==> src/rtl/core/u8to16_pkg.sv <==
// ----------------------------------------------------------------------------
// UTF-8 to UTF-16 transcoder package
// Shared types and code-point constants.
// ----------------------------------------------------------------------------
`default_nettype none

package u8to16_pkg;

  localparam int MaxRes = 4;              // results one byte can cause
  localparam int IdxW   = $clog2(MaxRes);
  localparam int CntW   = $clog2(MaxRes + 1);
  localparam int TotalW = 32;

  // Sequence length codes
  localparam logic [2:0] LenNone = 3'd0;
  localparam logic [2:0] LenOne  = 3'd1;
  localparam logic [2:0] LenTwo  = 3'd2;
  localparam logic [2:0] LenThree = 3'd3;
  localparam logic [2:0] LenFour = 3'd4;

  // Lead byte ranges
  localparam logic [7:0] AsciiMax  = 8'h7F;
  localparam logic [7:0] Lead2Min  = 8'hC2;
  localparam logic [7:0] Lead2Max  = 8'hDF;
  localparam logic [7:0] Lead3Min  = 8'hE0;
  localparam logic [7:0] Lead3Max  = 8'hEF;
  localparam logic [7:0] Lead4Min  = 8'hF0;
  localparam logic [7:0] Lead4Max  = 8'hF4;

  // Code point limits
  localparam logic [20:0] MinCp2   = 21'h00080;
  localparam logic [20:0] MinCp3   = 21'h00800;
  localparam logic [20:0] Plane1   = 21'h10000;
  localparam logic [20:0] MaxCp    = 21'h10FFFF;
  localparam logic [20:0] SurFirst = 21'h0D800;
  localparam logic [20:0] SurLast  = 21'h0DFFF;

  localparam logic [15:0] ReplChar = 16'hFFFD;
  localparam logic [15:0] HiSurBase = 16'hD800;
  localparam logic [15:0] LoSurBase = 16'hDC00;

  typedef struct packed {
    logic [7:0] byte_value;
    logic       end_of_string;
  } byte_beat_t;

  typedef struct packed {
    logic [15:0] unit;
    logic        unit_valid;
    logic        status;
  } slot_t;

  // All results of one byte, handed from the decoder to the result buffer
  typedef struct packed {
    slot_t [MaxRes-1:0] slot;
    logic [CntW-1:0]    count;
    logic               last;
    logic [TotalW-1:0]  total;
  } res_pack_t;

  typedef struct packed {
    logic [15:0]       unit;
    logic              unit_valid;
    logic              status;
    logic [TotalW-1:0] units_total;
    logic              last_of_string;
  } res_beat_t;

endpackage

`default_nettype wire

==> src/rtl/core/u8to16_if.sv <==
// ----------------------------------------------------------------------------
// UTF-8 to UTF-16 transcoder channel interfaces
// Byte input, result output and configuration write channels.
// ----------------------------------------------------------------------------
`default_nettype none

interface u8to16_byte_if;
  logic       valid;
  logic       ready;
  logic [7:0] byte_value;
  logic       end_of_string;

  modport source (output valid, output byte_value, output end_of_string, input ready);
  modport sink   (input valid, input byte_value, input end_of_string, output ready);
endinterface

interface u8to16_unit_if;
  logic        valid;
  logic        ready;
  logic [15:0] unit;
  logic        unit_valid;
  logic        status;
  logic [31:0] units_total;
  logic        last_of_string;

  modport source (output valid, output unit, output unit_valid, output status,
                  output units_total, output last_of_string, input ready);
  modport sink   (input valid, input unit, input unit_valid, input status,
                  input units_total, input last_of_string, output ready);
endinterface

interface u8to16_cfg_if;
  logic valid;
  logic ready;
  logic lossy;

  modport source (output valid, output lossy, input ready);
  modport sink   (input valid, input lossy, output ready);
endinterface

`default_nettype wire

==> src/rtl/core/u8to16_in_stage.sv <==
// ----------------------------------------------------------------------------
// UTF-8 to UTF-16 input stage
// One-entry input register; refills in the cycle it is drained.
// ----------------------------------------------------------------------------
`default_nettype none

module u8to16_in_stage (
  input  wire logic                   clk_i,
  input  wire logic                   rst_ni,
  input  wire logic                   in_valid_i,
  input  wire u8to16_pkg::byte_beat_t in_beat_i,
  output logic                        in_ready_o,
  input  wire logic                   pop_i,
  output logic                        hold_valid_o,
  output u8to16_pkg::byte_beat_t      hold_beat_o
);

  logic                   valid_q, valid_d;
  u8to16_pkg::byte_beat_t beat_q;
  logic                   fire;

  assign in_ready_o = !valid_q || pop_i;
  assign fire       = in_valid_i && in_ready_o;

  always_comb begin
    valid_d = valid_q;
    if (fire) begin
      valid_d = 1'b1;
    end else if (pop_i) begin
      valid_d = 1'b0;
    end
  end

  always_ff @(posedge clk_i or negedge rst_ni) begin
    if (!rst_ni) begin
      valid_q <= 1'b0;
    end else begin
      valid_q <= valid_d;
    end
  end

  always_ff @(posedge clk_i) begin
    if (fire) begin
      beat_q <= in_beat_i;
    end
  end

  assign hold_valid_o = valid_q;
  assign hold_beat_o  = beat_q;

endmodule

`default_nettype wire

==> src/rtl/core/u8to16_decode.sv <==
// ----------------------------------------------------------------------------
// UTF-8 to UTF-16 decode step
// Sequence state and single-pass decode of one byte into up to four results.
// ----------------------------------------------------------------------------
`default_nettype none

module u8to16_decode #(
  parameter int CountWidth = 32
) (
  input  wire logic                   clk_i,
  input  wire logic                   rst_ni,
  input  wire logic                   item_valid_i,
  input  wire u8to16_pkg::byte_beat_t item_i,
  input  wire logic                   lossy_i,
  input  wire logic                   buf_free_i,
  output logic                        take_o,
  output u8to16_pkg::res_pack_t       pack_o
);

  logic [20:0]           acc_q, acc_d;
  logic [2:0]            exp_q, exp_d;
  logic [2:0]            taken_q, taken_d;
  logic [CountWidth-1:0] cnt_q, cnt_d;
  logic                  skip_q, skip_d;

  logic [7:0]  b;
  logic        eos;
  logic        pend, cont, path_a, path_b, done_a, bad_cp, pair;
  logic [20:0] acc_sh, minv, cp_off;
  logic [2:0]  taken_inc;
  logic        seg1_inv, seg1_cp, relead;
  logic [2:0]  seg1_k;
  logic        is_ascii, is_lead, bad_lead;
  logic [2:0]  lead_len;
  logic [20:0] lead_acc;
  logic        seg2_unit, seg2_inv, err;
  logic [2:0]  n1, n2, n_units, n_all, add;
  logic [15:0] hi_unit, lo_unit;
  logic [CountWidth:0]   sum_w;
  logic [CountWidth-1:0] sat;
  logic [63:0]           sat_wide;

  assign b   = item_i.byte_value;
  assign eos = item_i.end_of_string;

  assign take_o = item_valid_i && buf_free_i;

  always_comb begin
    pend      = exp_q != u8to16_pkg::LenNone;
    cont      = b[7:6] == 2'b10;
    path_a    = pend && cont;
    path_b    = pend && !cont;
    acc_sh    = {acc_q[14:0], b[5:0]};
    taken_inc = taken_q + 3'd1;
    done_a    = taken_inc >= exp_q;

    case (exp_q)
      u8to16_pkg::LenTwo:   minv = u8to16_pkg::MinCp2;
      u8to16_pkg::LenThree: minv = u8to16_pkg::MinCp3;
      default:              minv = u8to16_pkg::Plane1;
    endcase

    bad_cp = (acc_sh < minv) || (acc_sh > u8to16_pkg::MaxCp) ||
             ((acc_sh >= u8to16_pkg::SurFirst) && (acc_sh <= u8to16_pkg::SurLast));
    pair   = acc_sh[20:16] != 5'd0;
    cp_off = acc_sh - u8to16_pkg::Plane1;
    hi_unit = u8to16_pkg::HiSurBase | {6'd0, cp_off[19:10]};
    lo_unit = u8to16_pkg::LoSurBase | {6'd0, cp_off[9:0]};

    seg1_inv = (path_a && ((done_a && bad_cp) || (!done_a && eos))) || path_b;
    seg1_k   = path_a ? taken_inc : taken_q;
    seg1_cp  = path_a && done_a && !bad_cp;
    relead   = !pend || (path_b && lossy_i);

    is_ascii = b <= u8to16_pkg::AsciiMax;
    lead_len = u8to16_pkg::LenNone;
    lead_acc = 21'd0;
    if (b >= u8to16_pkg::Lead2Min && b <= u8to16_pkg::Lead2Max) begin
      lead_len = u8to16_pkg::LenTwo;
      lead_acc = {16'd0, b[4:0]};
    end else if (b >= u8to16_pkg::Lead3Min && b <= u8to16_pkg::Lead3Max) begin
      lead_len = u8to16_pkg::LenThree;
      lead_acc = {17'd0, b[3:0]};
    end else if (b >= u8to16_pkg::Lead4Min && b <= u8to16_pkg::Lead4Max) begin
      lead_len = u8to16_pkg::LenFour;
      lead_acc = {18'd0, b[2:0]};
    end
    is_lead  = lead_len != u8to16_pkg::LenNone;
    bad_lead = !is_ascii && !is_lead;

    seg2_unit = is_ascii;
    seg2_inv  = bad_lead || (is_lead && eos);

    // strict mode: first error is the only result of the byte
    err = !lossy_i && (seg1_inv || (relead && seg2_inv));

    if (seg1_inv) begin
      n1 = seg1_k;
    end else if (seg1_cp) begin
      n1 = pair ? 3'd2 : 3'd1;
    end else begin
      n1 = 3'd0;
    end
    n2      = (relead && (seg2_unit || seg2_inv)) ? 3'd1 : 3'd0;
    n_units = n1 + n2;

    if (skip_q) begin
      n_all = 3'd0;
      add   = 3'd0;
    end else if (err) begin
      n_all = 3'd1;
      add   = 3'd0;
    end else begin
      n_all = n_units;
      add   = n_units;
    end

    sum_w    = {1'b0, cnt_q} + {{(CountWidth-2){1'b0}}, add};
    sat      = sum_w[CountWidth] ? {CountWidth{1'b1}} : sum_w[CountWidth-1:0];
    sat_wide = 64'(sat);
  end

  // Result slots
  always_comb begin
    for (int i = 0; i < u8to16_pkg::MaxRes; i++) begin
      pack_o.slot[i].unit_valid = 1'b1;
      pack_o.slot[i].status     = 1'b0;
      if (err) begin
        pack_o.slot[i].unit       = 16'd0;
        pack_o.slot[i].unit_valid = 1'b0;
        pack_o.slot[i].status     = 1'b1;
      end else if (3'(i) < n1) begin
        if (seg1_inv) begin
          pack_o.slot[i].unit = u8to16_pkg::ReplChar;
        end else if (pair) begin
          pack_o.slot[i].unit = (i == 0) ? hi_unit : lo_unit;
        end else begin
          pack_o.slot[i].unit = acc_sh[15:0];
        end
      end else begin
        pack_o.slot[i].unit = seg2_unit ? {8'd0, b} : u8to16_pkg::ReplChar;
      end
    end
    pack_o.count = n_all;
    pack_o.last  = !skip_q && (eos || err);
    pack_o.total = sat_wide[u8to16_pkg::TotalW-1:0];
  end

  // Next state
  always_comb begin
    acc_d   = acc_q;
    exp_d   = exp_q;
    taken_d = taken_q;
    cnt_d   = cnt_q;
    skip_d  = skip_q;
    if (skip_q) begin
      if (eos) begin
        skip_d = 1'b0;
        cnt_d  = '0;
      end
    end else begin
      if (path_a) begin
        acc_d   = acc_sh;
        taken_d = taken_inc;
        if (done_a || eos) begin
          exp_d = u8to16_pkg::LenNone;
        end
      end
      if (path_b) begin
        exp_d = u8to16_pkg::LenNone;
      end
      if (relead && is_lead) begin
        taken_d = u8to16_pkg::LenOne;
        acc_d   = lead_acc;
        if (!eos) begin
          exp_d = lead_len;
        end
      end
      if (err || eos) begin
        cnt_d   = '0;
        exp_d   = u8to16_pkg::LenNone;
        taken_d = 3'd0;
        acc_d   = 21'd0;
        skip_d  = err && !eos;
      end else begin
        cnt_d = sat;
      end
    end
  end

  always_ff @(posedge clk_i or negedge rst_ni) begin
    if (!rst_ni) begin
      acc_q   <= 21'd0;
      exp_q   <= u8to16_pkg::LenNone;
      taken_q <= 3'd0;
      cnt_q   <= '0;
      skip_q  <= 1'b0;
    end else if (take_o) begin
      acc_q   <= acc_d;
      exp_q   <= exp_d;
      taken_q <= taken_d;
      cnt_q   <= cnt_d;
      skip_q  <= skip_d;
    end
  end

endmodule

`default_nettype wire

==> src/rtl/core/u8to16_res_buf.sv <==
// ----------------------------------------------------------------------------
// UTF-8 to UTF-16 result buffer
// Holds the results of one byte and hands them out one beat per cycle while the output is ready.
// ----------------------------------------------------------------------------
`default_nettype none

module u8to16_res_buf (
  input  wire logic                  clk_i,
  input  wire logic                  rst_ni,
  input  wire logic                  load_i,
  input  wire u8to16_pkg::res_pack_t pack_i,
  output logic                       free_o,
  output logic                       out_valid_o,
  input  wire logic                  out_ready_i,
  output u8to16_pkg::res_beat_t      out_beat_o
);

  u8to16_pkg::slot_t [u8to16_pkg::MaxRes-1:0] slot_q;
  logic [u8to16_pkg::CntW-1:0]   left_q;
  logic [u8to16_pkg::IdxW-1:0]   idx_q;
  logic                          last_q;
  logic [u8to16_pkg::TotalW-1:0] total_q;
  logic                          fire, final_beat;

  assign out_valid_o = left_q != '0;
  assign fire        = out_valid_o && out_ready_i;
  assign final_beat  = left_q == u8to16_pkg::CntW'(1);
  // free once the buffer is empty or its final beat leaves this cycle
  assign free_o      = (left_q == '0) || (final_beat && out_ready_i);

  always_comb begin
    out_beat_o.unit           = slot_q[idx_q].unit;
    out_beat_o.unit_valid     = slot_q[idx_q].unit_valid;
    out_beat_o.status         = slot_q[idx_q].status;
    out_beat_o.last_of_string = final_beat && last_q;
    out_beat_o.units_total    = (final_beat && last_q) ? total_q : '0;
  end

  always_ff @(posedge clk_i or negedge rst_ni) begin
    if (!rst_ni) begin
      left_q <= '0;
      idx_q  <= '0;
    end else if (load_i) begin
      left_q <= pack_i.count;
      idx_q  <= '0;
    end else if (fire) begin
      left_q <= left_q - u8to16_pkg::CntW'(1);
      idx_q  <= idx_q + u8to16_pkg::IdxW'(1);
    end
  end

  always_ff @(posedge clk_i) begin
    if (load_i) begin
      slot_q  <= pack_i.slot;
      last_q  <= pack_i.last;
      total_q <= pack_i.total;
    end
  end

endmodule

`default_nettype wire

==> src/rtl/core/utf8_to_utf16_transcoder.sv <==
// ----------------------------------------------------------------------------
// UTF-8 to UTF-16 transcoder
// Validates a UTF-8 byte stream and emits UTF-16 code units per string.
// ----------------------------------------------------------------------------
//
//  channel   dir  payload                                           beat when
//  byte_i    in   byte_value[7:0], end_of_string                    valid & ready
//  unit_o    out  unit[15:0], unit_valid, status, units_total[31:0],
//                 last_of_string                                    valid & ready
//  cfg_i     in   lossy                                             valid & ready
//
//  One byte per cycle while each byte yields at most one result and unit_o is
//  ready; a byte that yields more results (up to 4) holds the input until the
//  result buffer, draining one beat per cycle while unit_o is ready, frees. The
//  first result of a byte passes the input register and the result buffer first.
//  Reset clears the decode state and both buffers; no clearing pass. A stalled
//  output backs up through the result buffer and the input register to
//  byte_i.ready. cfg_i is always ready.
//
`default_nettype none

module utf8_to_utf16_transcoder #(
  parameter int COUNT_WIDTH = 32
) (
  input  wire logic     clk_i,
  input  wire logic     rst_ni,
  u8to16_byte_if.sink   byte_i,
  u8to16_unit_if.source unit_o,
  u8to16_cfg_if.sink    cfg_i
);

  // Lossy/strict mode register
  logic mode_q;

  u8to16_pkg::byte_beat_t in_beat, hold_beat;
  logic                   hold_valid, take, buf_free, out_valid;
  u8to16_pkg::res_pack_t  pack;
  u8to16_pkg::res_beat_t  out_beat;

  assign cfg_i.ready = 1'b1;

  always_ff @(posedge clk_i or negedge rst_ni) begin
    if (!rst_ni) begin
      mode_q <= 1'b0;
    end else if (cfg_i.valid) begin
      mode_q <= cfg_i.lossy;
    end
  end

  assign in_beat.byte_value    = byte_i.byte_value;
  assign in_beat.end_of_string = byte_i.end_of_string;

  // Input register: part the byte source from the decode step
  u8to16_in_stage u_in_stage (
    .clk_i        (clk_i),
    .rst_ni       (rst_ni),
    .in_valid_i   (byte_i.valid),
    .in_beat_i    (in_beat),
    .in_ready_o   (byte_i.ready),
    .pop_i        (take),
    .hold_valid_o (hold_valid),
    .hold_beat_o  (hold_beat)
  );

  // Decode: advance the sequence state and build all results of a byte
  u8to16_decode #(
    .CountWidth (COUNT_WIDTH)
  ) u_decode (
    .clk_i        (clk_i),
    .rst_ni       (rst_ni),
    .item_valid_i (hold_valid),
    .item_i       (hold_beat),
    .lossy_i      (mode_q),
    .buf_free_i   (buf_free),
    .take_o       (take),
    .pack_o       (pack)
  );

  // Result buffer: hold the results and drain one beat per cycle while unit_o is ready
  u8to16_res_buf u_res_buf (
    .clk_i       (clk_i),
    .rst_ni      (rst_ni),
    .load_i      (take),
    .pack_i      (pack),
    .free_o      (buf_free),
    .out_valid_o (out_valid),
    .out_ready_i (unit_o.ready),
    .out_beat_o  (out_beat)
  );

  assign unit_o.valid          = out_valid;
  assign unit_o.unit           = out_beat.unit;
  assign unit_o.unit_valid     = out_beat.unit_valid;
  assign unit_o.status         = out_beat.status;
  assign unit_o.units_total    = out_beat.units_total;
  assign unit_o.last_of_string = out_beat.last_of_string;

endmodule

`default_nettype wire

==> src/flat_wrapper.sv <==
// flat-port wrapper written by rule: the top's interface ports become plain ports
module utf8_to_utf16_transcoder_flat 
#(
  parameter int COUNT_WIDTH = 32
)
  (clk_i, rst_ni, byte_i_valid, byte_i_byte_value, byte_i_end_of_string, byte_i_ready, unit_o_valid, unit_o_unit, unit_o_unit_valid, unit_o_status, unit_o_units_total, unit_o_last_of_string, unit_o_ready, cfg_i_valid, cfg_i_lossy, cfg_i_ready);
  u8to16_byte_if byte_i_i ();
  u8to16_unit_if unit_o_i ();
  u8to16_cfg_if cfg_i_i ();
  input  wire logic clk_i;
  input  wire logic rst_ni;
  input wire logic [$bits(byte_i_i.valid)-1:0] byte_i_valid;
  input wire logic [$bits(byte_i_i.byte_value)-1:0] byte_i_byte_value;
  input wire logic [$bits(byte_i_i.end_of_string)-1:0] byte_i_end_of_string;
  output wire logic [$bits(byte_i_i.ready)-1:0] byte_i_ready;
  output wire logic [$bits(unit_o_i.valid)-1:0] unit_o_valid;
  output wire logic [$bits(unit_o_i.unit)-1:0] unit_o_unit;
  output wire logic [$bits(unit_o_i.unit_valid)-1:0] unit_o_unit_valid;
  output wire logic [$bits(unit_o_i.status)-1:0] unit_o_status;
  output wire logic [$bits(unit_o_i.units_total)-1:0] unit_o_units_total;
  output wire logic [$bits(unit_o_i.last_of_string)-1:0] unit_o_last_of_string;
  input wire logic [$bits(unit_o_i.ready)-1:0] unit_o_ready;
  input wire logic [$bits(cfg_i_i.valid)-1:0] cfg_i_valid;
  input wire logic [$bits(cfg_i_i.lossy)-1:0] cfg_i_lossy;
  output wire logic [$bits(cfg_i_i.ready)-1:0] cfg_i_ready;
  assign byte_i_i.valid = byte_i_valid;
  assign byte_i_i.byte_value = byte_i_byte_value;
  assign byte_i_i.end_of_string = byte_i_end_of_string;
  assign byte_i_ready = byte_i_i.ready;
  assign unit_o_valid = unit_o_i.valid;
  assign unit_o_unit = unit_o_i.unit;
  assign unit_o_unit_valid = unit_o_i.unit_valid;
  assign unit_o_status = unit_o_i.status;
  assign unit_o_units_total = unit_o_i.units_total;
  assign unit_o_last_of_string = unit_o_i.last_of_string;
  assign unit_o_i.ready = unit_o_ready;
  assign cfg_i_i.valid = cfg_i_valid;
  assign cfg_i_i.lossy = cfg_i_lossy;
  assign cfg_i_ready = cfg_i_i.ready;
  utf8_to_utf16_transcoder #(.COUNT_WIDTH(COUNT_WIDTH)) u_core (.clk_i(clk_i), .rst_ni(rst_ni), .byte_i(byte_i_i), .unit_o(unit_o_i), .cfg_i(cfg_i_i));
endmodule
==> config.mk <==
export PLATFORM = sky130hd
export DESIGN_NAME = utf8_to_utf16_transcoder_flat
export DESIGN_NICKNAME = d
export VERILOG_FILES = /design/src/rtl/core/u8to16_pkg.sv /design/src/rtl/core/u8to16_if.sv /design/src/rtl/core/u8to16_in_stage.sv /design/src/rtl/core/u8to16_decode.sv /design/src/rtl/core/u8to16_res_buf.sv /design/src/rtl/core/utf8_to_utf16_transcoder.sv /design/src/flat_wrapper.sv
export SDC_FILE = /design/constraint.sdc
export NUM_CORES = 1
export LEC_CHECK = 0
export BUFFER_PORTS_ARGS = -buffer_cell sky130_fd_sc_hd__buf_2
export CAP_MARGIN = 20
export CORE_MARGIN = 5
export CORE_UTILIZATION = 45
export DETAILED_ROUTE_END_ITERATION = 12
export HOLD_SLACK_MARGIN = 0.05
export PLACE_DENSITY = 0.7
export SYNTH_ARGS = -nofsm -noshare
export SYNTH_HDL_FRONTEND = slang
export SYNTH_SLANG_ARGS = --single-unit
==> constraint.sdc <==
create_clock -name clk_i -period 5.4 [get_ports clk_i]
set_input_delay 1.08 -clock clk_i [delete_from_list [all_inputs] [get_ports clk_i]]
set_output_delay 1.08 -clock clk_i [all_outputs]
set_load 0.03 [all_outputs]
==> results.sh, run 1 <==
export IMPL_fin_ws_ns=0.309
export IMPL_power_leakage_uw=0.00429
export IMPL_fin_nets=885
export IMPL_crit_cells=20
export IMPL_die_y_um=150
export IMPL_hold_buffers=0
export IMPL_power_density_nw_per_um2=555
export IMPL_hold_viol=0
export IMPL_start_util_pct=45.7
export IMPL_h_tree_depth=4
export IMPL_critical_path_required_ns=5.58
export IMPL_drive_gt1_share_pct=18.8
export IMPL_drt_pass1_iterations=5
export IMPL_timing_fmax_mhz=196
export IMPL_synth_flop_cell="edfxtp_1"
export IMPL_path_delay_family="simple AND/OR/NAND/NOR gates"
export IMPL_switchingPower_uw=2150
export IMPL_clk_latency_ns=0.43
export IMPL_portBuffers=67
export IMPL_cp_slowest_stage_delay_ns=0.47
export IMPL_internal_power_uw=3470
export IMPL_drtIter0Drc=539
export IMPL_crit_arrival_ns=5.27
export IMPL_synth_async_sr_flop_share_pct=36.1
export IMPL_cp_start_kind="flip-flop"
export IMPL_pwr_share_comb_pct=38.5
export IMPL_clock_power_share_pct=22.9
export IMPL_ys_ff_latch=169
export IMPL_syn_to_final_growth_pct=14.4
export IMPL_cp_num_buf_inv=0
export IMPL_n_antenna_cell=0
export IMPL_syn_area_um2=8860
export IMPL_vdd_drop_max_mv=0.259
export IMPL_clkTransAtPathRegs_ns=0.07
export IMPL_hold_class="flip-flop to flip-flop"
export IMPL_syn_instance_count=792
export IMPL_grt_overflow=0
export IMPL_synthDistinctLibCells=63
export IMPL_vias=6479
export IMPL_fin_crit_sh_pct=94.3
export IMPL_maxCapViolations=0
export IMPL_place_gp_congestion=0.936
export IMPL_dieWidth_um=150
export IMPL_cts_buffers=17
export IMPL_grt_util_all_layers_pct=18.4
export IMPL_syn_nets=824
export IMPL_grt_max_degree=65
export IMPL_cp_max_fo=8
export IMPL_finalMaxSlewViolations=0
export IMPL_antenna_found_initial=0
export IMPL_path_cells="ha_1 > ha_1 > a21o_1 > a21oi_1 > nor3_1 > and2_1 > a221oi_4 > and2_1 > ha_1 > ha_1 > and3_1 > ha_1 > a21o_1 > a21o_1 > nand3_1 > nor3_2 > nand2_1 > nor2_1 > xnor2_1 > nand2_1"
export IMPL_seq_power_share_pct=38.7
export IMPL_clk_path_buf_depth=2
export IMPL_rsz0062_at_grt="yes"
export IMPL_final_cell_mix="edfxtp_1 (108), nand2_1 (96), buf_2 (67), dfrtp_1 (61), o21ai_0 (48)"
export IMPL_power_uw=5620
export IMPL_syn_avg_cell_area_um2=11.2
export IMPL_yosys_warnings=0
export IMPL_grt_pass1_vias=6194
export IMPL_via_per_inst=5.73
export IMPL_ant_nets=0
export IMPL_swShare_pct=38.3
export IMPL_r2r_cells=20
export IMPL_final_common_cell="edfxtp_1"
export IMPL_synth_edf_count=108
export IMPL_hold_path_depth=1
export IMPL_rows=51
export IMPL_clock_skew_ns=0.00869
export IMPL_coreArea_um2=19400
export IMPL_wl_per_cell_um=17.7
export IMPL_dp_slack_ns=0.267
export IMPL_post_dp_hpwl_um=13500
export IMPL_cts_root_buf="clkbuf_16"
export IMPL_slowest_stage="dfrtp_1"
export IMPL_min_period_ns=5.09
export IMPL_grt_pass1_wl_um=32700
export IMPL_outcome="completed"
export IMPL_slew_headroom_pct=39.0
export IMPL_wl_um=20100
export IMPL_path_class="flip-flop to flip-flop"
export IMPL_cts_num_sinks=169
export IMPL_cts_tree="done"
export IMPL_top_level_ports=69
export IMPL_finalSetupViolations=0
export IMPL_end_kind="flip-flop"
export IMPL_synth_seq_area_share_pct=53.8
export IMPL_drc=0
export IMPL_crit_top_cell="ha_1"
export IMPL_worst_pin_slew_ns=0.915
export IMPL_fp_dieArea_um2=22600
cells by family after synthesis:
family	after synthesis	synth area share (%)
compound gates	212	16.9
xor+xnor	25	2.47
fa+ha+maj	17	2.49
buf+inv	68	3.59
flops	169	53.8
mux	27	5.41
other cells	1	0.0423
simple gates	273	15.2
layer usage:
| metal | vias up | track usage [%] | routed length, µm |
|---|---|---|---|
| met4 | 0 | 5.26 | 293 |
| met5 | - | 0 | 0 |
| met1 | 3142 | 27.1 | 9250 |
| met2 | 242 | 27.3 | 8990 |
| li1 | 3070 | - | - |
| met3 | 25 | 4.33 | 1530 |
power groups by stage:
stage	logic, µW	registers [µW]	clock network (µW)
2_1_floorplan	1600	2120	0
4_1_cts	2120	2200	1310
3_3_place_gp	2100	2210	0
3_5_place_dp	2110	2230	0
6_report	2160	2170	1290
5_1_grt	2360	2220	1360
synth_stat cells (all sizes together), types with 17 or more instances:
cell type | instances | share of area, %
a21oi | 33 | 1.9
buf | 21 | 1.6
nand2 | 96 | 4.1
nor2 | 46 | 1.9
and3 | 17 | 1.2
a22o | 43 | 4.3
o21ai | 58 | 3.3
and2 | 46 | 3.2
edfxtp | 108 | 37
dfrtp | 61 | 17
clkbuf | 27 | 1.1
inv | 19 | 0.83
stage by stage:
step	std cells	util (%)	hold WS [ns]	setup TNS (ns)	instance area, µm²
6_report	1131	52.3	0.521	0	10100
5_1_grt	1131	52.3	0.527	-0.0126	10100
4_1_cts	1130	52.1	0.525	0	10100
3_5_place_dp	1098	48.8	0.501	0	9470
3_3_place_gp	1098	48.8	0.494	0	9470
2_1_floorplan	792	-	0.472	0	8860
cell type report:
class / instances / area [µm²]
Inverter: 20 / 80.1
Multi-Input combinational cell: 555 / 3790
Sequential cell: 169 / 4770
Fill cell: 1719 / 9260
Tap cell: 265 / 332
Clock inverter: 13 / 175
Clock buffer: 19 / 453
Timing Repair Buffer: 90 / 541
registers in the layout (all words and copies together) (netlist names), 2 cells and up:
| register | count |
|---|---|
| u_core.u_decode.taken_q | 3 |
| u_core.u_decode.cnt_q | 32 |
| u_core.u_res_buf.left_q | 3 |
| u_core.u_decode.acc_q | 15 |
| u_core.u_res_buf.idx_q | 2 |
| u_core.u_in_stage.hold_beat_o | 9 |
| u_core.u_decode.exp_q | 3 |
| u_core.u_res_buf.slot_q | 66 |
| u_core.u_res_buf.total_q | 32 |
timing repair:
| item | 4_1_cts | 5_1_grt |
|---|---|---|
| buffers inserted | 0 | 0 |
| gates resized for setup | 0 | 3 |
| endpoints found under the setup margin | 0 | 10 |
path summary, 6_finish.rpt:
kind	start	to	slack [ns]
max	u_core.u_decode.taken_q[0]	u_core.u_res_buf.total_q[31]	0.31
min	u_core.u_decode.cnt_q[0]	u_core.u_decode.cnt_q[0]	0.52
max reg2reg	u_core.u_decode.taken_q[0]	u_core.u_res_buf.total_q[31]	0.31
min reg2reg	u_core.u_decode.cnt_q[0]	u_core.u_decode.cnt_q[0]	0.52
max in group asynchronous	rst_ni	u_core.u_decode.acc_q[11]	4.02
min in group asynchronous	rst_ni	u_core.u_decode.cnt_q[27]	0.82
No activity file was read; power rests on OpenSTA's default activity.
==> run 2: changes to the inputs <==
- CORE_UTILIZATION: 45 -> 55
- PLACE_DENSITY: 0.7 -> 0.82
- SYNTH_HIERARCHICAL: unset -> 1
==> run 2 against run 1 <==
Worst hold slack better by 0.0030 ns. Area after synthesis grew 3.9%. Register-to-register slack better by 0.06 ns. Cell area up 2.0%. Die area is 14% lower. Critical path depth increased by 1. Sequential cell count up 6. First-iteration DRC count is 56% higher. Non-clock buffer count grew 5. Via count increased by 4.7%. Critical path type unchanged.
==> results.sh, run 2 <==
export IMPL_final_cell_mix="edfxtp_1 (114), buf_2 (67), a21oi_1 (63), dfrtp_1 (61), nand2_1 (59)"
export IMPL_rows=47
export IMPL_rsz0062_at_grt="no"
export IMPL_via_per_inst=6.20
export IMPL_crit_path_end="u_core/u_decode/cnt_q[22]"
export IMPL_clk_path_buf_depth=2
export IMPL_final_common_cell="edfxtp_1"
export IMPL_drt_pass1_iterations=6
export IMPL_cts_num_sinks=175
export IMPL_cts_tree="done"
export IMPL_syn_to_final_growth_pct=12.3
export IMPL_slowest_stage="dfrtp_1"
export IMPL_hold_path_depth=1
export IMPL_path_cells="inv_1 > ha_1 > or3b_2 > a22oi_1 > mux2_4 > nand4_2 > or3_1 > o21ai_0 > ha_1 > ha_1 > nor3_1 > o21a_1 > ha_4 > a21oi_1 > or3_1 > or3_1 > or2_4 > buf_12 > o21a_1 > a21oi_1 > a21o_1"
export IMPL_dp_slack_ns=0.157
export IMPL_power_leakage_uw=0.00437
export IMPL_r2r_setup_slack_ns=0.37
export IMPL_ys_ff_latch=175
export IMPL_finalSetupViolations=0
export IMPL_outcome="completed"
export IMPL_cp_start_kind="flip-flop"
export IMPL_fillers=1206
export IMPL_h_tree_depth=4
export IMPL_tns_ns=0
export IMPL_finalMaxSlewViolations=0
export IMPL_placed_area_um2=9750
export IMPL_largest_reg_flops=72
export IMPL_hold_class="flip-flop to flip-flop"
export IMPL_hold_start="u_core/u_decode/cnt_q[22]"
export IMPL_ctsResizeCount=0
export IMPL_slew_headroom_pct=35.3
export IMPL_dieWidth_um=139
export IMPL_die_y_um=139
export IMPL_clk_latency_ns=0.43
export IMPL_cts_buffers=17
export IMPL_synthDistinctLibCells=81
export IMPL_utilization_pct=62.6
export IMPL_start_util_pct=55.7
export IMPL_startpoint="u_core/u_decode/acc_q[10]"
export IMPL_cts_root_buf="clkbuf_16"
export IMPL_worst_pin_slew_ns=0.971
export IMPL_ant_nets=0
export IMPL_r2r_cells=21
export IMPL_coreArea_um2=16500
export IMPL_maxCapViolations=0
export IMPL_timing_fmax_mhz=199
export IMPL_cp_slowest_stage_delay_ns=0.46
export IMPL_grt_overflow=0
export IMPL_crit_cells=21
export IMPL_grt_max_degree=83
export IMPL_syn_avg_cell_area_um2=11.5
export IMPL_fin_crit_sh_pct=93.2
export IMPL_syn_area_um2=9210
export IMPL_reg_largest_list="u_core/u_res_buf/slot_q (72), u_core/u_decode/cnt_q (32), u_core/u_res_buf/total_q (32)"
export IMPL_fp_dieArea_um2=19400
export IMPL_synth_seq_area_share_pct=53.8
export IMPL_grt_util_all_layers_pct=21.9
export IMPL_path_delay_family="simple AND/OR/NAND/NOR gates"
export IMPL_path_class="flip-flop to flip-flop"
export IMPL_yosys_warnings=6
export IMPL_synth_async_sr_flop_share_pct=34.9
export IMPL_post_dp_hpwl_um=13800
export IMPL_synth_area_leaders="edfxtp_1 (37%), dfrtp_1 (17%), mux4_2 (4.2%)"
export IMPL_grt_pass1_wl_um=34300
export IMPL_n_antenna_cell=0
export IMPL_drtIter0Drc=842
export IMPL_cp_num_buf_inv=2
export IMPL_power_density_nw_per_um2=572
export IMPL_wl_per_cell_um=19.0
export IMPL_wl_um=20800
export IMPL_cp_max_fo=31
export IMPL_synth_edf_count=114
export IMPL_fin_area_um2=10300
export IMPL_synthTopCellsByCount="edfxtp_1 (114), a21oi_1 (63), dfrtp_1 (61)"
export IMPL_hold_viol=0
export IMPL_min_period_ns=5.03
export IMPL_reg2reg_to="u_core/u_decode/cnt_q[22]"
export IMPL_hold_ws_ns=0.524
export IMPL_drive_gt1_share_pct=21.2
export IMPL_vias=6782
export IMPL_cts_setup_buffers=0
export IMPL_fin_nets=893
export IMPL_hold_buffers=0
export IMPL_clock_skew_ns=0.00780
export IMPL_grt_pass1_vias=6652
export IMPL_fin_ws_ns=0.365
export IMPL_top_level_ports=69
export IMPL_synth_top_cell_area_share_pct=37.2
export IMPL_drc=0
export IMPL_end_kind="flip-flop"
export IMPL_syn_nets=832
export IMPL_r2r_start="u_core/u_decode/acc_q[10]"
export IMPL_portBuffers=67
export IMPL_largest_register="u_core/u_res_buf/slot_q"
export IMPL_vdd_drop_max_mv=0.396
export IMPL_critical_path_required_ns=5.77
export IMPL_synth_flop_cell="edfxtp_1"
export IMPL_synth_top_cell_by_area="edfxtp_1"
export IMPL_clkTransAtPathRegs_ns=0.06
export IMPL_place_gp_congestion=0.904
export IMPL_crit_arrival_ns=5.40
export IMPL_synth_most_common_cell="edfxtp_1"
export IMPL_antenna_found_initial=0
export IMPL_syn_instance_count=800
==> run 2: worst min-delay path by stage <==
| stage | slack, ns | endpoint |
|---|---|---|
| global placement | 0.51 | u_core/u_decode/cnt_q[16] |
| finish | 0.52 | u_core/u_decode/cnt_q[22] |
| detailed placement | 0.51 | u_core/u_decode/cnt_q[22] |
| floorplan | 0.48 | u_core/u_decode/cnt_q[2] |
| global route | 0.56 | u_core/u_decode/cnt_q[22] |
| CTS | 0.53 | u_core/u_decode/cnt_q[22] |
==> run 2: layer usage <==
| metal | up-vias | global-route usage, % | routed length [µm] |
|---|---|---|---|
| met1 | 3331 | 30.7 | 9130 |
| met4 | 0 | 6.49 | 265 |
| met3 | 26 | 5.01 | 1540 |
| met5 | - | 0 | 0 |
| met2 | 289 | 34.5 | 9870 |
| li1 | 3136 | - | - |
==> run 2: worst register-to-register path: cells and delay by family, from the launching register on <==
family / cells / cell delay (ns)
compound gates: 7 / 0.97
buf+inv: 2 / 0.31
simple gates: 7 / 2.20
mux: 1 / 0.21
flops: 1 / 0.46
fa+ha+maj: 4 / 0.82
==> run 2: area by class of cell <==
cell class,instances,area [µm²],area share [%]
tap,220,275,2.66
sequential,175,4950,47.9
timing repair buffer,95,558,5.40
clock buffer,19,433,4.19
inverter,22,85.1,0.823
clock inverter,13,128,1.23
multi-input combinational,550,3910,37.8
==> run 2: through the flow <==
step                      cells  power (µW)
after floorplan             800        4120
after global placement     1062        4670
after detailed placement   1062        4740
after CTS                  1094        5920
after global routing       1094        6240
final                      1094        5920
==> run 2: cells by family after synthesis <==
kind of cell	Yosys count	synth area share [%]
DFF	175	53.7
other	1	0.0407
and+or+nand+nor	251	14.7
adders and majority gates	17	2.39
muxes	28	5.76
xor gates and xnor gates	16	1.52
AOI/OAI and AO/OA	237	17.8
buffers and inverters	75	4.06
==> run 2: power breakdown <==
group	switching [µW]	internal, µW	leakage (µW)
Sequential	240	2120	0.00191
Clock	524	644	0.000268
Combinational	1570	816	0.00219
